File: src/hw/rtl/stc_pkg.sv
// stc_pkg: shared types and codes for the symbol table block
// fsm state type, controller/datapath command and status structs, kind and status codes
// no dependencies
package stc_pkg;

    localparam int KIND_W      = 3;
    localparam int LABEL_W     = 64;
    localparam int SYM_W       = 64;
    localparam int ADDR_W      = 16;
    localparam int STATUS_W    = 2;
    localparam int COUNT_OUT_W = 5;

    localparam logic [KIND_W-1:0] KIND_INSERT     = 3'd0;
    localparam logic [KIND_W-1:0] KIND_DELETE     = 3'd1;
    localparam logic [KIND_W-1:0] KIND_SEARCH     = 3'd2;
    localparam logic [KIND_W-1:0] KIND_MOD_LABEL  = 3'd3;
    localparam logic [KIND_W-1:0] KIND_MOD_ADDR   = 3'd4;
    localparam logic [KIND_W-1:0] KIND_MOD_BOTH   = 3'd5;

    localparam logic [STATUS_W-1:0] STATUS_OK        = 2'd0;
    localparam logic [STATUS_W-1:0] STATUS_DUPLICATE = 2'd1;
    localparam logic [STATUS_W-1:0] STATUS_NOT_FOUND = 2'd2;
    localparam logic [STATUS_W-1:0] STATUS_FULL      = 2'd3;

    typedef enum logic [1:0] {
        S_IDLE,
        S_SCAN,
        S_FINISH,
        S_DONE
    } t_state;

    typedef struct packed {
        logic load;
        logic scan;
        logic finish;
        logic result;
    } t_cmd;

    typedef struct packed {
        logic scan_done;
        logic out_free;
    } t_sts;

endpackage

File: src/hw/rtl/symbol_table_cam.sv
// symbol_table_cam: ordered label/symbol/address table, one request at a time
// a request is accepted in idle, the table is scanned, the result is finished and then registered for output;
// a new request is taken only once the result has been placed in the output register;
// one table entry is read per cycle through the single read port of the table ram
// reset: entry count and handshake state clear on a synchronous reset; table contents are not cleared
// depends on stc_pkg, stc_ctrl, stc_dpath, stc_ram
module symbol_table_cam #(
    parameter int TABLE_DEPTH = 16,
    parameter int LABEL_CHARS = 8
) (
    input  logic                              i_clk,
    input  logic                              i_rst_n,
    input  logic                              i_in_valid,
    output logic                              o_in_ready,
    input  logic [stc_pkg::KIND_W-1:0]        i_kind,
    input  logic [stc_pkg::LABEL_W-1:0]       i_key_label,
    input  logic [stc_pkg::SYM_W-1:0]         i_entry_symbol,
    input  logic [stc_pkg::ADDR_W-1:0]        i_entry_address,
    input  logic [stc_pkg::LABEL_W-1:0]       i_replacement_label,
    output logic                              o_out_valid,
    input  logic                              i_out_ready,
    output logic [stc_pkg::STATUS_W-1:0]      o_status,
    output logic                              o_found,
    output logic [stc_pkg::COUNT_OUT_W-1:0]   o_entry_count
);

    stc_pkg::t_cmd cmd;
    stc_pkg::t_sts sts;

    stc_ctrl u_ctrl (
        .i_clk      (i_clk),
        .i_rst_n    (i_rst_n),
        .i_in_valid (i_in_valid),
        .o_in_ready (o_in_ready),
        .i_sts      (sts),
        .o_cmd      (cmd)
    );

    stc_dpath #(
        .TABLE_DEPTH (TABLE_DEPTH),
        .LABEL_CHARS (LABEL_CHARS)
    ) u_dpath (
        .i_clk               (i_clk),
        .i_rst_n             (i_rst_n),
        .i_cmd               (cmd),
        .o_sts               (sts),
        .i_kind              (i_kind),
        .i_key_label         (i_key_label),
        .i_entry_symbol      (i_entry_symbol),
        .i_entry_address     (i_entry_address),
        .i_replacement_label (i_replacement_label),
        .o_out_valid         (o_out_valid),
        .i_out_ready         (i_out_ready),
        .o_status            (o_status),
        .o_found             (o_found),
        .o_entry_count       (o_entry_count)
    );

    a_busy_after_accept: assert property (@(posedge i_clk) disable iff (!i_rst_n)
        (i_in_valid && o_in_ready) |=> !o_in_ready)
        else $error("input taken again while a request is in progress");

    a_scan_follows_load: assert property (@(posedge i_clk) disable iff (!i_rst_n)
        cmd.load |=> cmd.scan)
        else $error("scan did not start after accept");

    a_result_slot_free: assert property (@(posedge i_clk) disable iff (!i_rst_n)
        cmd.result |-> (!o_out_valid || i_out_ready))
        else $error("result overwrote an item not yet taken");

    a_result_after_finish: assert property (@(posedge i_clk) disable iff (!i_rst_n)
        cmd.finish |=> !o_in_ready)
        else $error("ready before result was delivered");

endmodule

File: src/hw/rtl/stc_ram.sv
// stc_ram: generic single write port, single read port ram with registered read
// no dependencies
module stc_ram #(
    parameter int WIDTH = 144,
    parameter int DEPTH = 16
) (
    input  logic                                    i_clk,
    input  logic                                    i_we,
    input  logic [((DEPTH > 1) ? $clog2(DEPTH) : 1)-1:0] i_waddr,
    input  logic [WIDTH-1:0]                        i_wdata,
    input  logic                                    i_re,
    input  logic [((DEPTH > 1) ? $clog2(DEPTH) : 1)-1:0] i_raddr,
    output logic [WIDTH-1:0]                        o_rdata
);

    logic [WIDTH-1:0] r_mem [DEPTH];
    logic [WIDTH-1:0] r_rdata;

    always_ff @(posedge i_clk) begin
        if (i_we) begin
            r_mem[i_waddr] <= i_wdata;
        end
        if (i_re) begin
            r_rdata <= r_mem[i_raddr];
        end
    end

    assign o_rdata = r_rdata;

endmodule

File: src/hw/rtl/stc_ctrl.sv
// stc_ctrl: request sequencer for the symbol table
// depends on stc_pkg (state, command and status types)
module stc_ctrl (
    input  logic          i_clk,
    input  logic          i_rst_n,
    input  logic          i_in_valid,
    output logic          o_in_ready,
    input  stc_pkg::t_sts i_sts,
    output stc_pkg::t_cmd o_cmd
);

    stc_pkg::t_state r_state;
    stc_pkg::t_state n_state;

    always_ff @(posedge i_clk) begin
        if (!i_rst_n) begin
            r_state <= stc_pkg::S_IDLE;
        end else begin
            r_state <= n_state;
        end
    end

    always_comb begin
        n_state = r_state;
        case (r_state)
            stc_pkg::S_IDLE: begin
                if (i_in_valid) begin
                    n_state = stc_pkg::S_SCAN;
                end
            end
            stc_pkg::S_SCAN: begin
                if (i_sts.scan_done) begin
                    n_state = stc_pkg::S_FINISH;
                end
            end
            stc_pkg::S_FINISH: begin
                n_state = stc_pkg::S_DONE;
            end
            stc_pkg::S_DONE: begin
                if (i_sts.out_free) begin
                    n_state = stc_pkg::S_IDLE;
                end
            end
            default: begin
                n_state = stc_pkg::S_IDLE;
            end
        endcase
    end

    always_comb begin
        o_in_ready = 1'b0;
        o_cmd      = '0;
        case (r_state)
            stc_pkg::S_IDLE: begin
                o_in_ready = 1'b1;
                o_cmd.load = i_in_valid;
            end
            stc_pkg::S_SCAN: begin
                o_cmd.scan = 1'b1;
            end
            stc_pkg::S_FINISH: begin
                o_cmd.finish = 1'b1;
            end
            stc_pkg::S_DONE: begin
                o_cmd.result = i_sts.out_free;
            end
            default: begin
                o_cmd = '0;
            end
        endcase
    end

endmodule

File: src/hw/rtl/stc_dpath.sv
// stc_dpath: table ram, scan pipeline, entry count and result register
// depends on stc_pkg (codes, command and status types) and stc_ram
module stc_dpath #(
    parameter int TABLE_DEPTH = 16,
    parameter int LABEL_CHARS = 8
) (
    input  logic                              i_clk,
    input  logic                              i_rst_n,
    input  stc_pkg::t_cmd                     i_cmd,
    output stc_pkg::t_sts                     o_sts,
    input  logic [stc_pkg::KIND_W-1:0]        i_kind,
    input  logic [stc_pkg::LABEL_W-1:0]       i_key_label,
    input  logic [stc_pkg::SYM_W-1:0]         i_entry_symbol,
    input  logic [stc_pkg::ADDR_W-1:0]        i_entry_address,
    input  logic [stc_pkg::LABEL_W-1:0]       i_replacement_label,
    output logic                              o_out_valid,
    input  logic                              i_out_ready,
    output logic [stc_pkg::STATUS_W-1:0]      o_status,
    output logic                              o_found,
    output logic [stc_pkg::COUNT_OUT_W-1:0]   o_entry_count
);

    localparam int LBITS = LABEL_CHARS * 8;
    localparam int IW    = (TABLE_DEPTH > 1) ? $clog2(TABLE_DEPTH) : 1;
    localparam int CW    = $clog2(TABLE_DEPTH + 1);
    localparam int RAM_W = LBITS + stc_pkg::SYM_W + stc_pkg::ADDR_W;
    localparam logic [CW-1:0] DEPTH_C = CW'(TABLE_DEPTH);

    logic [stc_pkg::KIND_W-1:0]   r_kind;
    logic [LBITS-1:0]             r_key;
    logic [stc_pkg::SYM_W-1:0]    r_sym;
    logic [stc_pkg::ADDR_W-1:0]   r_addr;
    logic [LBITS-1:0]             r_newlab;
    logic [CW-1:0]                r_count;
    logic [CW-1:0]                n_count;
    logic [CW-1:0]                r_rd_idx;
    logic                         r_cmp_vld;
    logic [IW-1:0]                r_cmp_idx;
    logic                         r_hit;
    logic [stc_pkg::STATUS_W-1:0] r_res_status;
    logic [stc_pkg::STATUS_W-1:0] n_res_status;
    logic                         r_out_valid;
    logic [stc_pkg::STATUS_W-1:0] r_out_status;
    logic                         r_out_found;
    logic [CW-1:0]                r_out_count;

    logic                         rd_en;
    logic [RAM_W-1:0]             rd_data;
    logic [LBITS-1:0]             rd_label;
    logic [stc_pkg::SYM_W-1:0]    rd_sym;
    logic [stc_pkg::ADDR_W-1:0]   rd_addr;
    logic                         match;
    logic                         is_modify;
    logic                         is_delete;
    logic                         full;
    logic                         do_insert;
    logic                         we;
    logic [IW-1:0]                waddr;
    logic [RAM_W-1:0]             wdata;
    logic [LBITS-1:0]             mod_label;
    logic [stc_pkg::ADDR_W-1:0]   mod_addr;

    assign rd_label  = rd_data[RAM_W-1 -: LBITS];
    assign rd_sym    = rd_data[stc_pkg::ADDR_W +: stc_pkg::SYM_W];
    assign rd_addr   = rd_data[stc_pkg::ADDR_W-1:0];
    assign rd_en     = i_cmd.scan && (r_rd_idx < r_count);
    assign match     = r_cmp_vld && (rd_label == r_key);
    assign is_modify = (r_kind == stc_pkg::KIND_MOD_LABEL) || (r_kind == stc_pkg::KIND_MOD_ADDR)
                    || (r_kind == stc_pkg::KIND_MOD_BOTH);
    assign is_delete = (r_kind == stc_pkg::KIND_DELETE);
    assign full      = (r_count == DEPTH_C);
    assign do_insert = (r_kind == stc_pkg::KIND_INSERT) && !r_hit && !full;
    assign mod_label = (r_kind != stc_pkg::KIND_MOD_ADDR) ? r_newlab : rd_label;
    assign mod_addr  = (r_kind != stc_pkg::KIND_MOD_LABEL) ? r_addr : rd_addr;

    // modify rewrites matches in place, delete shifts entries after the first match down, insert appends at the end
    always_comb begin
        we    = 1'b0;
        waddr = r_cmp_idx;
        wdata = rd_data;
        if (is_modify && match) begin
            we    = 1'b1;
            wdata = {mod_label, rd_sym, mod_addr};
        end else if (is_delete && r_cmp_vld && r_hit) begin
            we    = 1'b1;
            waddr = r_cmp_idx - IW'(1);
        end else if (i_cmd.finish && do_insert) begin
            we    = 1'b1;
            waddr = r_count[IW-1:0];
            wdata = {r_key, r_sym, r_addr};
        end
    end

    stc_ram #(
        .WIDTH (RAM_W),
        .DEPTH (TABLE_DEPTH)
    ) u_table (
        .i_clk   (i_clk),
        .i_we    (we),
        .i_waddr (waddr),
        .i_wdata (wdata),
        .i_re    (rd_en),
        .i_raddr (r_rd_idx[IW-1:0]),
        .o_rdata (rd_data)
    );

    always_comb begin
        n_count      = r_count;
        n_res_status = stc_pkg::STATUS_OK;
        case (r_kind)
            stc_pkg::KIND_INSERT: begin
                if (r_hit) begin
                    n_res_status = stc_pkg::STATUS_DUPLICATE;
                end else if (full) begin
                    n_res_status = stc_pkg::STATUS_FULL;
                end else begin
                    n_count = r_count + CW'(1);
                end
            end
            stc_pkg::KIND_DELETE: begin
                if (r_hit) begin
                    n_count = r_count - CW'(1);
                end else begin
                    n_res_status = stc_pkg::STATUS_NOT_FOUND;
                end
            end
            stc_pkg::KIND_SEARCH, stc_pkg::KIND_MOD_LABEL, stc_pkg::KIND_MOD_ADDR,
            stc_pkg::KIND_MOD_BOTH: begin
                if (!r_hit) begin
                    n_res_status = stc_pkg::STATUS_NOT_FOUND;
                end
            end
            default: begin
                n_res_status = stc_pkg::STATUS_OK;
            end
        endcase
    end

    always_ff @(posedge i_clk) begin
        if (!i_rst_n) begin
            r_count     <= '0;
            r_cmp_vld   <= 1'b0;
            r_out_valid <= 1'b0;
        end else begin
            if (i_cmd.load) begin
                r_cmp_vld <= 1'b0;
            end else if (i_cmd.scan) begin
                r_cmp_vld <= rd_en;
            end
            if (i_cmd.finish) begin
                r_count <= n_count;
            end
            if (i_cmd.result) begin
                r_out_valid <= 1'b1;
            end else if (i_out_ready) begin
                r_out_valid <= 1'b0;
            end
        end
    end

    always_ff @(posedge i_clk) begin
        if (i_cmd.load) begin
            r_kind   <= i_kind;
            r_key    <= i_key_label[LBITS-1:0];
            r_sym    <= i_entry_symbol;
            r_addr   <= i_entry_address;
            r_newlab <= i_replacement_label[LBITS-1:0];
            r_rd_idx <= '0;
            r_hit    <= 1'b0;
        end else if (i_cmd.scan) begin
            if (rd_en) begin
                r_rd_idx <= r_rd_idx + CW'(1);
            end
            r_cmp_idx <= r_rd_idx[IW-1:0];
            r_hit     <= r_hit | match;
        end
        if (i_cmd.finish) begin
            r_res_status <= n_res_status;
        end
        if (i_cmd.result) begin
            r_out_status <= r_res_status;
            r_out_found  <= r_hit;
            r_out_count  <= r_count;
        end
    end

    assign o_sts.scan_done = (r_rd_idx == r_count) && !r_cmp_vld;
    assign o_sts.out_free  = !r_out_valid || i_out_ready;

    assign o_out_valid   = r_out_valid;
    assign o_status      = r_out_status;
    assign o_found       = r_out_found;
    assign o_entry_count = stc_pkg::COUNT_OUT_W'(r_out_count);

endmodule

File: config.mk
export PLATFORM = sky130hd
export DESIGN_NAME = symbol_table_cam
export DESIGN_NICKNAME = d
export VERILOG_FILES = /design/src/hw/rtl/stc_pkg.sv /design/src/hw/rtl/symbol_table_cam.sv /design/src/hw/rtl/stc_ram.sv /design/src/hw/rtl/stc_ctrl.sv /design/src/hw/rtl/stc_dpath.sv
export SDC_FILE = /design/constraint.sdc
export NUM_CORES = 1
export LEC_CHECK = 0
export BUFFER_PORTS_ARGS = -buffer_cell sky130_fd_sc_hd__buf_2
export CORE_MARGIN = 2
export CORE_UTILIZATION = 40
export CTS_BUF_LIST = sky130_fd_sc_hd__clkbuf_4 sky130_fd_sc_hd__clkbuf_8 sky130_fd_sc_hd__clkbuf_16
export DETAILED_ROUTE_END_ITERATION = 7
export SYNTH_ARGS = -nofsm -noshare
export SYNTH_HDL_FRONTEND = slang
export SYNTH_HIERARCHICAL = 1
export SYNTH_SLANG_ARGS = --single-unit
File: constraint.sdc
create_clock -name i_clk -period 22.8 [get_ports i_clk]
set_clock_uncertainty 0.05 [all_clocks]
set_input_delay 3.42 -clock i_clk [delete_from_list [all_inputs] [get_ports i_clk]]
set_output_delay 3.42 -clock i_clk [all_outputs]
set_load 0.03 [all_outputs]
* Yosys cells after proc, flatten, opt, wreduce, memory -nomap -nowiden *
Memory sizes are Yosys's and may differ from the RTL's. A register that Yosys moved wholly into a read port is not among the register bits.
Cells that the tools add are included.

word-level totals
  input bits = 215
  output and inout bits = 10
  memories = 1
  register bits after elaboration = 240
  memory bits (writable) = 2304

memory list
  name                   depth  bits a word  read ports  clocked after Yosys merged registers in  wr ports  line           source
  u_dpath.u_table.r_mem  16     144          1           1                                        1         stc_ram.sv:16  logic [WIDTH-1:0] r_mem [DEPTH];

cells by class
  mux-type cells = 32
  bitwise logic cells = 3
  eq/ne operators = 19
  add/subtract/negate cells = 4
  reduce and logical (&&, ||, !) cells = 26
  $lt $le $gt $ge = 1

operators with widths
  kind                   number
  $mux W144              3
  $eq A64 B64 Y1         1
  $mux W64               1
  $mux W16               1
  $mux W5                3
  $mux W1                12
  $mux W2                6
  $mux W4                3
  $add A5 B1 Y5 const B  2
  $pmux W5 S2            1
  $logic_and A1 B1 Y1    9
  $ne A2 B2 Y1 const B   4
  $pmux W2 S4            1
  $eq A3 B2 Y1 const B   2
  $eq A3 B3 Y1 const B   2
  $eq A5 B5 Y1           1
  $eq A5 B5 Y1 const B   1
  $lt A5 B5 Y1           1
  $reduce_and A5 Y1      1
  $reduce_or A5 Y1       1
  $sub A5 B1 Y5 const B  1
  $eq A2 B2 Y1 const B   2
  $logic_not A1 Y1       4
  $ne A2 B1 Y1 const B   2
  15 further kinds       20

* Logic depth before layout (Yosys ltp) *
  word-level depth = 9
  depth in mapped cells = 10
  depth with buffers taken out = 10

* Hierarchy *
Netlist, hierarchy kept.

modules (own cells, without submodules)
  module     area an instance (um2)  cells an instance  times used
  stc_ram    90885.9                 3773               1
  stc_dpath  10845.4                 836                1
  stc_ctrl   168.9                   20                 1

* Worst setup path before layout *
No wires, ideal clock.

  path kind = reg-to-reg
  start = register u_dpath.r_rd_idx[3]
  end = register u_dpath.r_rd_idx[3]
  cell stages (with the launch flop) = 8
  data arrival time = 18.523 ns
  buffers on the path = 0
  clock period less this slack = 18.639 ns
  data required time = 22.684 ns
  setup slack = 4.161 ns
  library setup time = 0.066 ns
  cell sequence = dfxtp_1 -> ha_1 -> nand3_1 -> a21oi_1 -> a2111oi_1 -> nand4_1 -> xor2_1 -> nor2_1

on the way
  word-level cells in the longest chain between the ends = 3
  elaborated cells on any way between the ends = 4
  those cells by class = add/sub: 1; order compare: 1; reduce/logical: 2

RTL lines
  element                      line              source
  start, declared              stc_dpath.sv:36   logic [CW-1:0] r_rd_idx;
  start signal, assigned       stc_dpath.sv:172  r_rd_idx <= r_rd_idx + CW'(1);
  $lt A5 B5 Y1                 stc_dpath.sv:66   assign rd_en = i_cmd.scan && (r_rd_idx < r_count);
  $logic_and A1 B1 Y1          stc_dpath.sv:66
  net u_dpath.rd_en            stc_dpath.sv:47   logic rd_en;
  $reduce_and A2 Y1 (no line)  -

The timed path passes the listed nets, and every way through them passes these cells.
A chain may end at the register's enable or synchronous reset.

* Worst setup path after layout *
  start = register u_dpath.r_key[62]
  end = memory u_dpath.u_table.r_mem[9][119] (enable)

on the way
  word-level cells in the longest chain between the ends = 6
  elaborated cells on any way between the ends = 7
  those cells by class = eq/ne: 1; mux: 4; reduce/logical: 2

RTL lines
  element                        line              source
  start, declared                stc_dpath.sv:30   logic [LBITS-1:0] r_key;
  start signal, assigned         stc_dpath.sv:164  r_key <= i_key_label[LBITS-1:0];
  $eq A64 B64 Y1                 stc_dpath.sv:67   assign match = r_cmp_vld && (rd_label == r_key);
  $logic_and A1 B1 Y1            stc_dpath.sv:67
  $logic_and A1 B1 Y1            stc_dpath.sv:81   if (is_modify && match) begin
  $mux W1                        stc_dpath.sv:81
  net u_dpath.we                 stc_dpath.sv:57   logic we;
  $mux W1                        stc_ram.sv:20     if (i_we) begin
  $mux W1 (not written as such)  stc_ram.sv:21     r_mem[i_waddr] <= i_wdata;
  end, declared                  stc_ram.sv:16

The timed path passes the listed nets, and every way through them passes these cells.

==> results.toml <==
[pwr]
p_clk_frac = 0.420
p_switching_mw = 1.16
leakage_nw = 17.1
seq_power_share = 0.520
vdd_drop_max_v = 0.0000786
p_int_mw = 4.01
p_total_mw = 5.18
share_comb_of_total_power = 0.060
pwr_density_cell_mw_per_mm2 = 93.7
p_sw_frac = 0.224

[timing]
fmax_ghz = 0.178
fin_crit_ps = 5610
hold_viol_final = 0
tightest_slew_ps = 1150
period_share = 0.246
drv_slew = 0
grt_setup_unrepaired = "false"
setup_tns_ps = 0
finalSetupViolations = 0
relSlewSlack = 0.230

[finish]
final_net_count = 2699
final_common_cell = "edfxtp_1"
drive_gt1_frac = 0.277
layout_common_cells = "edfxtp_1, mux4_2, buf_2, clkbuf_16, a22oi_1"
fill_cells = 10006
syn2layout_area_growth_pct = 14.1

[critical_path]
crit_path_end_kind = "flop"
slowest_delay_ps = 950
crit_family = "simple AND/OR/NAND/NOR gates"
critPathBufInv = 2
worst_path_most_repeated_cell = "buf_4"
required_ps = 23110
crit_arrival_ps = 5920
cp_max_fo = 42
crit_chain = "xnor2_1 -> nand4_1 -> or4_1 -> nor4_1 -> buf_4 -> nand2_1 -> o21ai_0 -> nand3b_1 -> nor2_4 -> buf_4"
worstSetupPathType = "flop to flop"
cp_slowest_cell = "nor2_4"
start_kind = "flop"

[clock_tree]
postCtsHoldBufs = 0
path_clk_slew_ps = 60
clk-insertion-delay-late_ps = 750
cts.repair.resized = 0
clock_sinks = 1248
htree_levels = 4
cts_tree = "yes"
clock_path_buffers = 3
cts_setup_buffers = 0
ctsRootBufferMaster = "clkbuf_16"
cts_buffers = 133

[placed_design]
portBuffers = 144
dp_hpwl_um = 66300
globalplace.congestion = 0.806

[logic_synthesis]
postSynthAreaPerCell_um2 = 21.0
syn_nets = 2533
synth.cell_area_mm2 = 0.0484
ys_warn_count = 6
synth_cells = 2303

[route]
vias_per_cell = 5.68
drtIter0Drc = 2791
route.met2.wl_um = 56600
drt-pass1-iter-count = 6
vias = 23774
dr_wl_met3_um = 10200
drt-total-wl_um = 122000
top_layer_used = "met4"
post_drt_wl_per_cell_um = 29.2
drt-met1-wl_um = 52600
ant_nets = 0
drc_errors = 0

[die]
fp.dieH_um = 352
start_util = 0.403
row_count = 127
die_width_um = 352
ioPinCount = 225
dieArea_mm2 = 0.124
core-area_mm2 = 0.120

[grt]
antenna_found_initial = 4
grt_pass1_vias = 24097
grt_max_degree = 132
grt.total_usage = 0.198
grt_pass1_wl_um = 173000
grt-ovfl-total = 0

[status]
outcome = "finished clean"

[run]
drv_cap = 0

[worst_hold_path]
hp-class = "flop to flop"
## path summary, 6_finish.rpt
kind / start / endpoint / slack (ps) / depth (start not counted)
setup / recovery: u_dpath/r_key[62]$_DFFE_PP_ / u_dpath/u_table/r_mem[9][119]$_DFFE_PP_ / 17190 / 10
hold / removal: u_dpath/r_res_status[0]$_DFFE_PP_ / u_dpath/o_status[0]$_DFFE_PP_ / 380 / 0
setup reg to reg: u_dpath/r_key[62]$_DFFE_PP_ / u_dpath/u_table/r_mem[9][119]$_DFFE_PP_ / 17190 / 10
hold reg to reg: u_dpath/r_res_status[0]$_DFFE_PP_ / u_dpath/o_status[0]$_DFFE_PP_ / 380 / 0
## metrics by stage
stage / util / cells / setup WS [ps] / hold slack, ps / cell area (µm²)
after floorplan: - / 2303 / 13190 / 350 / 48400
after global placement: 0.423 / 3946 / 16990 / 365 / 50800
after detailed placement: 0.423 / 3946 / 16910 / 356 / 50800
after CTS: 0.460 / 4187 / 17220 / 373 / 55200
after global routing: 0.460 / 4187 / 16850 / 381 / 55200
final: 0.460 / 4189 / 17190 / 378 / 55200
## final cells by class
| type | count | area [µm²] | share of cell area |
|---|---|---|---|
| Sequential cell | 1248 | 37300 | 0.676 |
| Multi-Input combinational cell | 854 | 10100 | 0.184 |
| Clock buffer | 165 | 3600 | 0.0653 |
| Tap cell | 1612 | 2020 | 0.0365 |
| Timing Repair Buffer | 196 | 1120 | 0.0204 |
| Clock inverter | 76 | 840 | 0.0152 |
| Inverter | 36 | 135 | 0.00245 |
| Antenna cell | 2 | 5.00 | 0.0000907 |
## per-layer routing
layer / track usage / up-vias
li1: - / 9876
met5: 0 / -
met4: 0.0602 / 0
met3: 0.0425 / 170
met1: 0.284 / 12699
met2: 0.305 / 1029
## power groups by stage
stage                     logic (mW)  clock network (mW)  registers [mW]
after floorplan                0.204                   0            2.71
after global placement         0.304                   0            2.74
after detailed placement       0.314                   0            2.74
after CTS                      0.315                2.21            2.69
after global routing           0.334                2.30            2.70
final                          0.310                2.17            2.69
## flip-flops by register name, summed over array words and instances (netlist names)
name and flops:
u_dpath/u_table/r_mem 1024, u_dpath/r_key 64, u_dpath/r_newlab 64, u_dpath/u_table/o_rdata 64
u_dpath/o_entry_count 5, u_dpath/r_count 5, u_dpath/r_rd_idx 5, u_dpath/r_cmp_idx 4
u_dpath/r_kind 3, u_ctrl/r_state 2, u_dpath/o_status 2, u_dpath/r_res_status 2
u_dpath/o_found 1, u_dpath/o_out_valid 1, u_dpath/r_cmp_vld 1, u_dpath/r_hit 1
Power figures use the tool's default switching activity.
